### config.mk
export PLATFORM = sky130hd
export DESIGN_NAME = button_edge_press_classifier_top
export DESIGN_NICKNAME = d
export VERILOG_FILES = /design/src/rtl/bepc_pkg.sv /design/src/rtl/bepc_cfg_regs.sv /design/src/rtl/bepc_core.sv /design/src/rtl/button_edge_press_classifier_top.sv
export SDC_FILE = /design/constraint.sdc
export NUM_CORES = 1
export LEC_CHECK = 0
export BUFFER_PORTS_ARGS = -buffer_cell sky130_fd_sc_hd__buf_2
export CORE_UTILIZATION = 55
export CTS_BUF_LIST = sky130_fd_sc_hd__clkbuf_8 sky130_fd_sc_hd__clkbuf_16
export DETAILED_ROUTE_END_ITERATION = 12
export PLACE_DENSITY = 0.71
export SYNTH_ARGS = -nofsm -noshare
export SYNTH_HDL_FRONTEND = slang
export SYNTH_SLANG_ARGS = --single-unit
### constraint.sdc
create_clock -name clk -period 6.4 [get_ports clk]
set_input_delay 0.32 -clock clk [delete_from_list [all_inputs] [get_ports clk]]
set_output_delay 0.32 -clock clk [all_outputs]
set_load 0.1 [all_outputs]
### src/rtl/bepc_pkg.sv
// Shared types and constants for the button edge press classifier.
// No dependencies; imported by every module in rtl/.
package bepc_pkg;

    localparam int TS_W    = 32;
    localparam int TICK_W  = 16;
    localparam int TALLY_W = 8;
    localparam int IDX_W   = 3;

    typedef enum logic [2:0] {
        EV_RELEASE = 3'd0,
        EV_SHORT   = 3'd1,
        EV_DOUBLE  = 3'd2,
        EV_LONG    = 3'd3,
        EV_LONG3   = 3'd4,
        EV_LONG5   = 3'd5
    } press_class_t;

    localparam logic [IDX_W-1:0] REG_DEBOUNCE = 3'd0;
    localparam logic [IDX_W-1:0] REG_LONG     = 3'd1;
    localparam logic [IDX_W-1:0] REG_LONG3    = 3'd2;
    localparam logic [IDX_W-1:0] REG_LONG5    = 3'd3;
    localparam logic [IDX_W-1:0] REG_WINDOW   = 3'd4;

    localparam logic [TICK_W-1:0] DEBOUNCE_RST = 16'd20;
    localparam logic [TICK_W-1:0] LONG_RST     = 16'd1000;
    localparam logic [TICK_W-1:0] LONG3_RST    = 16'd3000;
    localparam logic [TICK_W-1:0] LONG5_RST    = 16'd5000;
    localparam logic [TICK_W-1:0] WINDOW_RST   = 16'd300;

    localparam logic [TALLY_W-1:0] DOUBLE_MIN_TALLY = 8'd2;
    localparam logic [TALLY_W-1:0] TALLY_MAX        = 8'd255;

    // Thresholds as seen by the classifier.
    typedef struct packed {
        logic [TICK_W-1:0] debounce_ticks;
        logic [TICK_W-1:0] long_ticks;
        logic [TICK_W-1:0] long3_ticks;
        logic [TICK_W-1:0] long5_ticks;
        logic [TICK_W-1:0] double_window_ticks;
    } cfg_t;

endpackage

### src/rtl/bepc_cfg_regs.sv
// Threshold register file for the press classifier.
// Depends on bepc_pkg.
module bepc_cfg_regs (
    input  logic                        clk,
    input  logic                        rst_n,
    input  logic                        cfg_we,
    input  logic [bepc_pkg::IDX_W-1:0]  cfg_index,
    input  logic [bepc_pkg::TICK_W-1:0] cfg_wdata,
    output bepc_pkg::cfg_t              cfg
);
    import bepc_pkg::*;

    cfg_t cfg_reg;
    cfg_t cfg_next;

    always_comb
    begin
        cfg_next = cfg_reg;
        if (cfg_we)
        begin
            case (cfg_index)
                REG_DEBOUNCE: cfg_next.debounce_ticks      = cfg_wdata;
                REG_LONG:     cfg_next.long_ticks          = cfg_wdata;
                REG_LONG3:    cfg_next.long3_ticks         = cfg_wdata;
                REG_LONG5:    cfg_next.long5_ticks         = cfg_wdata;
                REG_WINDOW:   cfg_next.double_window_ticks = cfg_wdata;
                default:      cfg_next = cfg_reg; // unused index: drop
            endcase
        end
    end

    always_ff @(posedge clk or negedge rst_n)
    begin
        if (!rst_n)
        begin
            cfg_reg.debounce_ticks      <= DEBOUNCE_RST;
            cfg_reg.long_ticks          <= LONG_RST;
            cfg_reg.long3_ticks         <= LONG3_RST;
            cfg_reg.long5_ticks         <= LONG5_RST;
            cfg_reg.double_window_ticks <= WINDOW_RST;
        end
        else
        begin
            cfg_reg <= cfg_next;
        end
    end

    assign cfg = cfg_reg;

endmodule

### src/rtl/bepc_core.sv
// Press state and combinational edge classification.
// Depends on bepc_pkg.
module bepc_core (
    input  logic                        clk,
    input  logic                        rst_n,
    input  logic                        step,
    input  logic                        edge_kind,
    input  logic [bepc_pkg::TS_W-1:0]   timestamp,
    input  bepc_pkg::cfg_t              cfg,
    output bepc_pkg::press_class_t      press_class
);
    import bepc_pkg::*;

    logic [TS_W-1:0]    first_press_ts_reg, first_press_ts_next;
    logic [TS_W-1:0]    press_start_ts_reg, press_start_ts_next;
    logic [TALLY_W-1:0] press_tally_reg, press_tally_next;
    press_class_t       last_event_reg, last_event_next;
    logic               pending_reg, pending_next;

    logic [TS_W-1:0]    since_first;
    logic [TS_W-1:0]    hold;

    assign since_first = timestamp - first_press_ts_reg;
    assign hold        = timestamp - press_start_ts_reg;

    always_comb
    begin
        first_press_ts_next = first_press_ts_reg;
        press_start_ts_next = press_start_ts_reg;
        press_tally_next    = press_tally_reg;
        last_event_next     = last_event_reg;
        pending_next        = pending_reg;

        if (!edge_kind)
        begin
            // Press: extend the sequence inside the window, else restart it.
            if (since_first <= {{(TS_W-TICK_W){1'b0}}, cfg.double_window_ticks})
            begin
                if (press_tally_reg != TALLY_MAX)
                    press_tally_next = press_tally_reg + 1'b1;
            end
            else
            begin
                press_tally_next    = {{(TALLY_W-1){1'b0}}, 1'b1};
                first_press_ts_next = timestamp;
            end
            press_start_ts_next = timestamp;
            pending_next        = 1'b1;
        end
        else if (pending_reg)
        begin
            pending_next = 1'b0;
            if (hold < {{(TS_W-TICK_W){1'b0}}, cfg.debounce_ticks})
            begin
                last_event_next = EV_RELEASE;
            end
            else if (hold > {{(TS_W-TICK_W){1'b0}}, cfg.long_ticks})
            begin
                if (hold > {{(TS_W-TICK_W){1'b0}}, cfg.long5_ticks})
                    last_event_next = EV_LONG5;
                else if (hold > {{(TS_W-TICK_W){1'b0}}, cfg.long3_ticks})
                    last_event_next = EV_LONG3;
                else
                    last_event_next = EV_LONG;
                press_tally_next = '0;
            end
            else if (press_tally_reg >= DOUBLE_MIN_TALLY)
            begin
                last_event_next  = EV_DOUBLE;
                press_tally_next = '0;
            end
            else
            begin
                last_event_next     = EV_SHORT;
                first_press_ts_next = timestamp;
            end
        end
    end

    // Result of a release, valid in the cycle the item is stepped.
    assign press_class = last_event_next;

    always_ff @(posedge clk or negedge rst_n)
    begin
        if (!rst_n)
        begin
            first_press_ts_reg <= '0;
            press_start_ts_reg <= '0;
            press_tally_reg    <= '0;
            last_event_reg     <= EV_RELEASE;
            pending_reg        <= 1'b0;
        end
        else if (step)
        begin
            first_press_ts_reg <= first_press_ts_next;
            press_start_ts_reg <= press_start_ts_next;
            press_tally_reg    <= press_tally_next;
            last_event_reg     <= last_event_next;
            pending_reg        <= pending_next;
        end
    end

    // A pending press always belongs to a sequence of at least one press.
    a_pending_tally: assert property (@(posedge clk) disable iff (!rst_n)
        pending_reg |-> (press_tally_reg != '0))
        else $error("pending press with empty tally");

endmodule

### src/rtl/button_edge_press_classifier_top.sv
// Top level of the button edge press classifier.
// Depends on bepc_pkg, bepc_cfg_regs and bepc_core.
// Usage:
//   Slave channel s_*: one word per button edge. s_tuser is the edge kind
//   (0 press, 1 release), s_tdata the 32-bit tick timestamp of the edge.
//   Master channel m_*: one word per release, press_class in m_tdata[2:0]
//   (release, short, double, long, long3, long5). Presses give no word.
//   cfg_*: write thresholds by index (0 debounce, 1 long, 2 long3, 3 long5,
//   4 double window); write only while the block is idle.
// Timing:
//   An accepted edge sits in the input register and is classified there
//   against the press state; a release advances into the output register,
//   which drives m_tvalid. Throughput is one edge per cycle while no release
//   is stalled, set by the single classify stage: the press state updates in
//   the same cycle the item leaves the input register.
// Reset:
//   Thresholds return to 20/1000/3000/5000/300 ticks; press state and both valid bits clear.
// Stall:
//   While m_tready is low with a word held, a queued release waits in the
//   input register and s_tready drops; a queued press still advances.
module button_edge_press_classifier_top (
    input  logic                        clk,
    input  logic                        rst_n,
    // slave stream
    input  logic                        s_tvalid,
    output logic                        s_tready,
    input  logic [31:0]                 s_tdata,   // [31:0] timestamp
    input  logic                        s_tuser,   // [0] edge_kind
    // master stream
    output logic                        m_tvalid,
    input  logic                        m_tready,
    output logic [7:0]                  m_tdata,   // [2:0] press_class, [7:3] zero
    // configuration writes
    input  logic                        cfg_we,
    input  logic [bepc_pkg::IDX_W-1:0]  cfg_index,
    input  logic [bepc_pkg::TICK_W-1:0] cfg_wdata
);
    import bepc_pkg::*;

    cfg_t            cfg;
    press_class_t    core_event;

    // input register
    logic            s1_valid_reg, s1_valid_next;
    logic            s1_edge_reg;
    logic [TS_W-1:0] s1_ts_reg;

    // output register
    logic            out_valid_reg, out_valid_next;
    press_class_t    out_event_reg;

    logic            advance;
    logic            load_out;

    bepc_cfg_regs u_cfg (
        .clk       (clk),
        .rst_n     (rst_n),
        .cfg_we    (cfg_we),
        .cfg_index (cfg_index),
        .cfg_wdata (cfg_wdata),
        .cfg       (cfg)
    );

    bepc_core u_core (
        .clk         (clk),
        .rst_n       (rst_n),
        .step        (advance),
        .edge_kind   (s1_edge_reg),
        .timestamp   (s1_ts_reg),
        .cfg         (cfg),
        .press_class (core_event)
    );

    // Advance a press always; advance a release only into a free output slot.
    assign advance  = s1_valid_reg && (!s1_edge_reg || !out_valid_reg || m_tready);
    assign load_out = advance && s1_edge_reg;
    assign s_tready = !s1_valid_reg || advance;

    always_comb
    begin
        s1_valid_next = s1_valid_reg;
        if (s_tvalid && s_tready)
            s1_valid_next = 1'b1;
        else if (advance)
            s1_valid_next = 1'b0;

        out_valid_next = out_valid_reg;
        if (load_out)
            out_valid_next = 1'b1;
        else if (m_tready)
            out_valid_next = 1'b0;
    end

    always_ff @(posedge clk or negedge rst_n)
    begin
        if (!rst_n)
        begin
            s1_valid_reg  <= 1'b0;
            s1_edge_reg   <= 1'b0;
            out_valid_reg <= 1'b0;
        end
        else
        begin
            s1_valid_reg  <= s1_valid_next;
            out_valid_reg <= out_valid_next;
            if (s_tvalid && s_tready)
                s1_edge_reg <= s_tuser;
        end
    end

    // Payload: input holds unless a new word is taken, output unless a release advances.
    always_ff @(posedge clk)
    begin
        if (s_tvalid && s_tready)
            s1_ts_reg <= s_tdata;
        if (load_out)
            out_event_reg <= core_event;
    end

    assign m_tvalid = out_valid_reg;
    assign m_tdata  = {5'd0, out_event_reg};

    // Checks on the stage handoff.
    a_release_loads: assert property (@(posedge clk) disable iff (!rst_n)
        (s1_valid_reg && s1_edge_reg && advance) |=> m_tvalid)
        else $error("release advanced without a result");

    a_press_silent: assert property (@(posedge clk) disable iff (!rst_n)
        (s1_valid_reg && !s1_edge_reg && (!out_valid_reg || m_tready)) |=> !m_tvalid)
        else $error("press produced a result");

    a_stall_cause: assert property (@(posedge clk) disable iff (!rst_n)
        !s_tready |-> (s1_valid_reg && s1_edge_reg && out_valid_reg && !m_tready))
        else $error("input stalled without a blocked release");

    a_event_range: assert property (@(posedge clk) disable iff (!rst_n)
        m_tvalid |-> (m_tdata[2:0] <= EV_LONG5))
        else $error("press class code out of range");

endmodule

==> out/qor.yml <==
sta:
  rsz0062_at_grt: "no"
  tns_ns: 0
  worst_pin_slew_ns: 0.892
  maxSlewHeadroom_pct: 40.5
  drv_slew: 0
  finalSetupViolCount: 0
  hold_violations: 0
  finalCritPeriodShare_pct: 86.5
  finClkSkew_ns: 0.00874
  timing.fmax_ghz: 0.181
  period_needed_ns: 5.54
synth:
  postSynthCellCount: 1451
  ys_types: 76
  syn_area_per_cell_um2: 9.12
  synth_area_leaders: "dfrtp_1 26%, ha_1 14%, edfxtp_1 7.9%"
  synthXorXnorAreaFrac_pct: 3.05
  synth_compound_area_share_pct: 18.4
  synth-simple-area-share_pct: 14.1
  synth_top_area_share_pct: 25.5
  synth-main-ff-cell: "dfrtp_1"
  yosysTopAreaCell: "dfrtp_1"
  yosysSeqAreaShare_pct: 38.3
  synth_top_family_by_area: "compound AO/OA/AOI/OAI gates"
  synthArstFlopShare_pct: 82.0
  synth_fa_ha_area_share_pct: 13.8
  synth_area_mm2: 0.0132
  ys_ff_latch: 194
  synth.area.mux_share_pct: 6.31
  synth_edf_count: 35
  ys_warn_count: 0
placed_design:
  place_congestion: 0.928
  dp_hpwl_mm: 24.2
  dpl_cell_area_mm2: 0.0138
  portBuffers: 61
drt:
  vias: 10500
  drtAntennaViolNets: 0
  drt_wl_total_mm: 31.3
  dr_wl_met2_mm: 13.9
  routedWlPerCell_um: 17.1
  top_layer: "met4"
  viasPerCell: 5.75
  post-route-drc-count: 0
  drt_pass1_iterations: 6
  drt_iter0_markers: 713
  m1WireLength_mm: 15.3
  wl_met3_mm: 1.30
clock_network:
  clkTransAtPathRegs_ns: 0.08
  cts_sinks: 194
  clockRootBuffer: "clkbuf_16"
  insertion_delay_ns: 0.45
  cts_resized: 0
  cts_buffers: 17
  clockBufferDepth: 2
  htree_levels: 4
  cts_tree: "done"
  postCtsSetupBuffers: 0
critical_path:
  cp.arrival_ns: 5.87
  cp_top_family: "simple AND/OR/NAND/NOR gates"
  crit_buf_inv: 3
  cpPeakStageDelay_ns: 0.59
  critPathSlowestCell: "nor4_2"
  worstPathCellList: "inv_1, ha_1, fa_1, nand2b_1, a21oi_1, nor2_1, nor3_1, nor2_1, xnor2_1, ha_1, nand4_1, nor4_1, inv_1, nor3_1, o221ai_1, nor4_1, nand4_1, nor4_2, nand2b_1, o31ai_4, buf_4, mux2_4"
  crit_type: "reg -> reg"
  worstSetupStartpointType: "flop"
  required_ns: 6.73
  worstPathMaxFanout: 32
  end_kind: "flop"
floorplanning:
  dieArea_mm2: 0.0247
  row_count: 56
  coreArea_mm2: 0.0235
  start_util_pct: 56.2
  io_pins: 67
  die_h_um: 157
  dieWidth_um: 157
finish:
  largest_register_ffs: 80
  diodes: 0
  finalInstanceArea_mm2: 0.0144
  finalNetCount: 1703
  layout_commonest_cell: "nand2_1"
  drive_gt1_share_pct: 13.6
  final_cell_mix: "189 x nand2_1, 157 x inv_1, 154 x o21ai_0"
  synthToLayoutAreaGrowth_pct: 9.16
grt:
  grt_max_degree: 91
  antenna_found_initial: 0
  grt_overflow: 0
  grt_pass1_wl_mm: 51.4
  grt_pass1_vias: 10100
  gr-usage-all-layers_pct: 26.9
power_and_ir_drop:
  pwr_density_cell_mw_per_mm2: 371
  ir_worst_vdd_mv: 0.183
  p_leak_nw: 6.61
min_path:
  worstHoldPathType: "in -> reg"
status:
  status: "complete, no violations"
job:
  drv_cap: 0
## cell usage after synthesis (4+ instances only)
cell        n
nand2_1   189
a211o_1     7
nor3b_1     4
ha_1      143
and2_1      5
dfrtp_1   135
a211oi_1   11
buf_4       5
nor2b_1    12
a31o_2      4
edfxtp_1   35
a21o_1     27
dfstp_2    24
o21a_1     20
a31oi_1    11
o211ai_1   11
nand4_1    31
and3_1      9
nor3_1     23
xor2_1     15
o21bai_1    5
nor4_1      6
a21oi_1   102
mux2_4     29
nand2b_1   15
or2_2       4
nor2_1     70
xnor2_1    31
mux2_2     31
nand3_1    14
or3_1       8
o221ai_1    4
mux2i_1     5
clkbuf_1   31
inv_1     155
o21ai_0   154
## logic make-up after synthesis
group,count (synthesis)
AO/OA/AOI/OAI,398
AND/OR/NAND/NOR,404
other,1
flip-flops,194
buffers and inverters,198
XOR/XNOR,46
multiplexers,65
adder cells (fa/ha/maj),145
## path summary, 6_finish.rpt
check	depth (start not counted)	start	end	slack, ns
setup / recovery	22	s1_ts_reg[0]	u_core.first_press_ts_reg[2]	0.86
hold / removal	1	s_tdata[21]	s1_ts_reg[21]	0.04
setup reg to reg	22	s1_ts_reg[0]	u_core.first_press_ts_reg[2]	0.86
hold reg to reg	1	u_cfg.cfg[26]	u_cfg.cfg[26]	0.51
max in group asynchronous	3	rst_n	u_core.press_start_ts_reg[12]	4.50
min in group asynchronous	2	rst_n	u_cfg.cfg[50]	0.50
## layout make-up
class | count | area [um2]
fillers | 2070 | 9100
multi-input cells | 1063 | 7410
flip-flops and latches | 194 | 5060
inverters | 155 | 582
clock buffers | 19 | 464
well taps | 319 | 399
repair buffers | 70 | 382
clock inverters | 13 | 140
## metrics by stage
step | utilization [%] | setup slack [ns] | power, mW | hold slack (ns) | cells
floorplan | - | 1.88 | 3.54 | 0.0244 | 1455
global placement | 58.7 | 1.17 | 4.14 | 0.450 | 1800
detailed placement | 58.7 | 0.935 | 4.22 | 0.464 | 1800
CTS | 61.3 | 0.886 | 5.34 | 0.0363 | 1833
global route | 61.3 | 0.426 | 5.76 | 0.0278 | 1833
finish | 61.3 | 0.864 | 5.35 | 0.0411 | 1833
## what timing repair did
item | CTS | global route
setup endpoints to repair | 0 | 0
hold buffers | 1 | 0
hold endpoints to repair | 7 | 0
## metal layers
metal | vias to the layer above | GRT usage (%)
li1 | 5210 | -
met1 | 5008 | 38.3
met2 | 260 | 41.8
met3 | 60 | 4.02
met4 | 0 | 9.15
met5 | - | 0
## worst register-to-register path, cell delays in order (launching register included)
cell,delay [ns]
edfxtp_1,0.38
inv_1,0.08
ha_1,0.22
fa_1,0.41
nand2b_1,0.18
a21oi_1,0.23
nor2_1,0.15
nor3_1,0.19
nor2_1,0.07
xnor2_1,0.14
ha_1,0.32
nand4_1,0.13
nor4_1,0.36
inv_1,0.08
nor3_1,0.23
o221ai_1,0.21
nor4_1,0.28
nand4_1,0.16
nor4_2,0.59
nand2b_1,0.22
o31ai_4,0.08
buf_4,0.32
mux2_4,0.41
## power breakdown
part / switching, mW / total (mW) / internal [mW] / leakage, nW
combinational: 1.58 / 2.64 / 1.06 / 4.08
clock: 0.527 / 1.11 / 0.586 / 0.305
sequential: 0.103 / 1.60 / 1.50 / 2.22
No activity file was read; power rests on OpenSTA's default activity.
